[config.mk]
export PLATFORM = sky130hd
export DESIGN_NAME = pdgh_cfg
export DESIGN_NICKNAME = d
export VERILOG_FILES = /design/src/rtl/pdgh_pkg.sv /design/src/rtl/pdgh_cfg.sv
export SDC_FILE = /design/constraint.sdc
export NUM_CORES = 1
export LEC_CHECK = 0
export BUFFER_PORTS_ARGS = -buffer_cell sky130_fd_sc_hd__buf_4
export CORE_UTILIZATION = 41
export DETAILED_ROUTE_END_ITERATION = 12
export PLACE_DENSITY = 0.88
export SYNTH_ARGS = -nofsm -noshare
export SYNTH_HDL_FRONTEND = slang
export SYNTH_SLANG_ARGS = --single-unit
export TNS_END_PERCENT = 50
[constraint.sdc]
create_clock -name clk_i -period 1.4 [get_ports clk_i]
set_input_delay 0.21 -clock clk_i [delete_from_list [all_inputs] [get_ports clk_i]]
set_output_delay 0.21 -clock clk_i [all_outputs]
set_load 0.01 [all_outputs]
[src/rtl/pdgh_pkg.sv]
// ----------------------------------------------------------------------------
// Point density grid histogram package
// Shared types and constants for the density grid histogram unit.
// ----------------------------------------------------------------------------
package pdgh_pkg;

  localparam int unsigned COORD_BITS = 24;
  localparam int unsigned INDEX_BITS = 10;
  localparam int unsigned SIDE_BITS  = 6;
  localparam int unsigned CELL_W     = 7;
  localparam int unsigned CELL_SHIFT = 7;
  localparam int unsigned PADDR_W    = 4;
  localparam int unsigned PDATA_W    = 32;

  localparam logic [CELL_W-1:0] COUNT_MAX = 7'd127;

  localparam logic KIND_ADD  = 1'b0;
  localparam logic KIND_READ = 1'b1;

  localparam logic [1:0] REG_ORIGIN_X  = 2'd0;
  localparam logic [1:0] REG_ORIGIN_Y  = 2'd1;
  localparam logic [1:0] REG_GRID_SIDE = 2'd2;

  localparam logic [SIDE_BITS-1:0] GRID_SIDE_RESET = 6'd24;

  typedef struct packed {
    logic                          kind;
    logic signed [COORD_BITS-1:0]  point_x;
    logic signed [COORD_BITS-1:0]  point_y;
    logic        [INDEX_BITS-1:0]  cell_index;
  } in_req_t;

  typedef struct packed {
    logic              in_grid;
    logic [CELL_W-1:0] cell_count;
  } out_rsp_t;

  typedef struct packed {
    logic signed [COORD_BITS-1:0] base_x;
    logic signed [COORD_BITS-1:0] base_y;
    logic        [SIDE_BITS-1:0]  grid_side;
  } cfg_t;

endpackage

[src/rtl/pdgh_cfg.sv]
// ----------------------------------------------------------------------------
// Configuration registers
// APB register file holding the grid origin and the grid side.
// ----------------------------------------------------------------------------
module pdgh_cfg (
  input  logic                      clk_i,
  input  logic                      rst_ni,
  input  logic                      psel,
  input  logic                      penable,
  input  logic                      pwrite,
  input  logic [pdgh_pkg::PADDR_W-1:0] paddr,
  input  logic [pdgh_pkg::PDATA_W-1:0] pwdata,
  output logic [pdgh_pkg::PDATA_W-1:0] prdata,
  output logic                      pready,
  output pdgh_pkg::cfg_t            cfg_o
);
  import pdgh_pkg::*;

  cfg_t       cfg_q;
  logic       wr_en;
  logic [1:0] reg_idx;

  assign pready  = 1'b1;
  assign reg_idx = paddr[3:2];
  assign wr_en   = psel && penable && pwrite;

  always_ff @(posedge clk_i or negedge rst_ni) begin
    if (!rst_ni) begin
      cfg_q.base_x    <= '0;
      cfg_q.base_y    <= '0;
      cfg_q.grid_side <= GRID_SIDE_RESET;
    end else if (wr_en) begin
      unique case (reg_idx)
        REG_ORIGIN_X:  cfg_q.base_x    <= pwdata[COORD_BITS-1:0];
        REG_ORIGIN_Y:  cfg_q.base_y    <= pwdata[COORD_BITS-1:0];
        REG_GRID_SIDE: cfg_q.grid_side <= pwdata[SIDE_BITS-1:0];
        default: ;
      endcase
    end
  end

  always_comb begin
    unique case (reg_idx)
      REG_ORIGIN_X:  prdata = {{(PDATA_W-COORD_BITS){cfg_q.base_x[COORD_BITS-1]}},
                               cfg_q.base_x};
      REG_ORIGIN_Y:  prdata = {{(PDATA_W-COORD_BITS){cfg_q.base_y[COORD_BITS-1]}},
                               cfg_q.base_y};
      REG_GRID_SIDE: prdata = {{(PDATA_W-SIDE_BITS){1'b0}}, cfg_q.grid_side};
      default:       prdata = '0;
    endcase
  end

  assign cfg_o = cfg_q;

endmodule

Word level (Yosys, flattened, before mapping). Cells that the tools add are included.

Bits in registers: 54. Bits in latches: 0. Memory bits (writable): 0. Memory bits (read-only): 0. Bits of input ports: 41. Output and inout port bits: 87. Word-level logic and storage cells: 12. Memories kept: 0.

Add/subtract/negate cells: 0. Multiply operators: 0. Div/mod/pow operators: 0. $lt $le $gt $ge: 0. Equal/unequal tests: 2. Shifts and indexed selects: 0. Muxes and demuxes: 1. Bitwise logic cells: 0. Reductions and logical operators: 6.

Operators by type and width (count): $pmux W32 S3 (1); $reduce_and A2 Y1 (3); $eq A2 B1 Y1 const B (1); $eq A2 B2 Y1 const B (1); $logic_and A1 B1 Y1 (2); $logic_not A2 Y1 (1).

Logic depth before layout (Yosys ltp).
Word-level depth: 3. Depth in mapped cells: 5. Gate-level depth less buffers: 3.

Worst setup path after synthesis. Ideal clock, no wire load.

Path type: input -> output. Start point: input port paddr[2] (netlist name). End point: output port prdata[24] (netlist name). Arrival: 1.323 ns. Data required time: 1.190 ns. Path slack: -0.133 ns. Cell stages on the path: 5. Buffers on the path: 3. Path through: buf_6 -> buf_2 -> mux2i_1 -> nor2_1 -> buf_4.

Word-level cells in the longest chain between the ends: 2. Elaborated cells on any way between the ends: 4. Those cells by class: 2 x eq/ne; 1 x mux; 1 x reduce/logical.

RTL lines: start: declaration (line pdgh_cfg.sv:11) `input logic [pdgh_pkg::PADDR_W-1:0] paddr,`; $eq A2 B2 Y1 (tied with other cells) (line pdgh_cfg.sv:43) `unique case (reg_idx)`; $pmux W32 S3 (*) (line pdgh_cfg.sv:43); end: declaration (line pdgh_cfg.sv:13) `output logic [pdgh_pkg::PDATA_W-1:0] prdata,`.

Every way passes the cells marked *; elsewhere a longest branch is shown, timed or not.

Final worst setup path.
Start point: register cfg_q (netlist bit cfg_o[29]). End point: output port prdata[25] (netlist name).

Word-level cells in the longest chain between the ends: 1.

RTL lines: start: declaration (line pdgh_cfg.sv:19) `cfg_t cfg_q;`; $pmux W32 S3 (line pdgh_cfg.sv:43).

No other way between the ends.

==> impl_metrics.json <==
{
  "outcome": "finished clean",
  "yosys.area.top_type_share_pct": 50.3,
  "finalCritPeriodShare_pct": 99.6,
  "end_kind": "output pin",
  "synth.most_common_cell": "dfrtp_1",
  "cpPeakStageDelay_ps": 390,
  "yosys_warnings": 0,
  "yosys.area.top_type": "dfrtp_1",
  "grt_pass1_vias": 1940,
  "r2r-start": "cfg_o[29]$_DFFE_PN0P_",
  "worst_pin_slew_ps": 660,
  "hold_start": "pwdata[23]",
  "synth_top_family_by_area": "multiplexers",
  "htree_levels": 2,
  "rsz0062_at_grt": "yes",
  "row_count": 28,
  "cts_num_sinks": 54,
  "wl_per_cell_microns": 15.5,
  "async_reset_ff_share_pct": 100,
  "netlist_area_sq_um": 2590,
  "grt_usage_pct": 18.8,
  "crit_buf_inv": 2,
  "p_per_area_nw_per_um2": 1390,
  "routed_wl_microns": 5960,
  "drt_iter0_drc": 29,
  "slowest_stage": "dfrtp_1",
  "dieWidth_microns": 81.4,
  "layout.nets": 349,
  "muxShareOfSynthArea_pct": 35.7,
  "synth-seq-area-share_pct": 52.3,
  "grt_overflow_total": 0,
  "min_path_cells": 2,
  "max_cap_viol_count": 0,
  "rr_worst_depth": 3,
  "synthSimpleGateAreaFrac_pct": 5.32,
  "ir_drop_mv": 0.911,
  "start_kind": "flop",
  "p_leak_uw": 0.00193,
  "setup_tns_ps": 0,
  "reg2reg_slack_ps": 400,
  "cts_buffer_depth": 2,
  "clk-insertion-delay-late_ps": 300,
  "hold_path.class": "input pin to flop",
  "synth_ff_type": "dfrtp_1",
  "finClkSkew_ps": 0,
  "core_sq_um": 5990,
  "path_cells": "mux2i_1 -> nor2_2 -> buf_6 -> buf_6",
  "critPathMostFrequentCell": "buf_6",
  "min_period_ps": 1390,
  "crit_family": "flip-flops",
  "fill_cells": 483,
  "syn-num-nets": 229,
  "initial_core_util_pct": 43.2,
  "clk_pin_slew_ps": 90,
  "ctsRootBufferMaster": "clkbuf_8",
  "die_area_sq_um": 6630,
  "drtAntennaViolNets": 0,
  "report.final.slew_viol_count": 0,
  "place_congestion": 0.723,
  "synth_edf_count": 0,
  "grt_pass1_wl_microns": 9290,
  "synth-compound-area-share_pct": 1.16,
  "postSynthAreaPerCell_sq_um": 13.8,
  "ios": 128,
  "crit_required_ps": 1190,
  "largest_reg_flops": 54,
  "setup_viol": 0,
  "post-route-drc-count": 0,
  "max_freq_mhz": 717,
  "dp_cells": 369,
  "drt_first_pass_iters": 4,
  "crit_fanout": 5,
  "numCtsBuffers": 5,
  "diodes": 0,
  "ff_latch_area_sq_um": 1350,
  "synth.area.top_cells": "dfrtp_1 50%, mux2_2 15%, mux2_4 12%",
  "synthCells": 188,
  "critPathKind": "flop to output pin",
  "drive_above_1_share_pct": 64.1,
  "grt_max_degree": 55,
  "hold_viol": 0,
  "finalNonFillerCells": 384,
  "synth-adder-area-share_pct": 0,
  "ys_types": 18,
  "multi_input_area_sq_um": 1100,
  "hpwl_microns": 4280,
  "num_vias": 1897,
  "cp.arrival_ps": 1180,
  "synth_seq_cells": 54,
  "chipHeight_microns": 81.4,
  "port_buffers": 116,
  "syn_to_final_growth_pct": 44.1,
  "grt_antenna_before_repair": 0,
  "critPathLaunch": "cfg_o[29]$_DFFE_PN0P_",
  "hold_end": "cfg_o[29]$_DFFE_PN0P_",
  "cts_tree": "built",
  "synth_common_cells": "52 x dfrtp_1, 34 x mux2_2, 24 x mux2i_1, 20 x mux2_4, 18 x nor2_1",
  "via_per_inst": 4.94,
  "synthXorXnorAreaFrac_pct": 0,
  "slew-limit-headroom_pct": 56.0,
  "r2r-end": "cfg_o[29]$_DFFE_PN0P_"
}
-- area by class of cell --
class	count	share of cell area, %
Multi-Input combinational cell	114	29.6
Timing Repair Buffer	133	28.7
Clock inverter	1	0.805
Tap cell	75	2.52
Clock buffer	7	2.05
Sequential cell	54	36.3
-- layer usage --
metal | up-vias | wire, microns | global-route usage (%)
met5 | - | 0 | 0
met4 | 0 | 45 | 6.07
met3 | 5 | 384 | 3.22
met2 | 82 | 3120 | 34.2
met1 | 925 | 2420 | 22.5
li1 | 885 | - | -
-- worst max path at each step --
stage	end	slack [ps]	depth (start not counted)
after floorplan	cfg_o[30]$_DFFE_PN0P_	-10	4
after global placement	cfg_o[11]$_DFFE_PN0P_	-40	5
after detailed placement	cfg_o[27]$_DFFE_PN0P_	-60	5
after CTS	prdata[25]	-30	4
after global routing	prdata[24]	-60	4
final	prdata[25]	6	4
-- worst reg2reg max path: stages, from the launching register on --
cell	delay, ps
dfrtp_1	390
buf_4	130
buf_4	130
mux2_2	250
-- report_power, final --
| group | switching (uW) | internal (uW) | leakage (uW) |
|---|---|---|---|
| Combinational | 750 | 1180 | 0.00122 |
| Clock | 474 | 536 | 0.0000524 |
| Sequential | 306 | 1930 | 0.000659 |
-- stage by stage --
stage               utilization, %  power [uW]  area, sq um  hold WS (ps)  setup slack, ps
detailed placement            58.8        4120         3520           289            -64.0
CTS                           61.9        5210         3710           131            -26.9
global placement              58.8        4050         3520           276            -36.2
finish                        62.2        5180         3730           146             5.63
global route                  62.2        5480         3730           125            -57.2
floorplan                        -        3120         2590         -85.6            -12.2
-- repair_timing --
item	in CTS	in global routing
pin swaps	1	1
endpoints found under the hold margin	52	0
resized for setup	11	1
hold buffers	1	0
buffers inserted	4	2
setup endpoints to repair	9	9
-- placed cells by master, fill, tap and decap left out, types with 2 or more instances in the layout --
master / n
buf_12: 2
buf_4: 118
buf_6: 12
clkbuf_1: 2
clkbuf_8: 5
dfrtp_1: 52
dfstp_2: 2
mux2_2: 34
mux2_4: 20
mux2i_1: 24
nand2_1: 6
nor2_1: 17
o21ai_0: 6
-- logic make-up (layout without fill, tap and decap cells) --
family / after synthesis / count (layout)
multiplexers: 78 / 78
flip-flops: 54 / 54
AND/OR/NAND/NOR: 29 / 29
other: 1 / 1
AO/OA/AOI/OAI: 6 / 6
buffers and inverters: 20 / 141
Power figures use the tool's default switching activity.
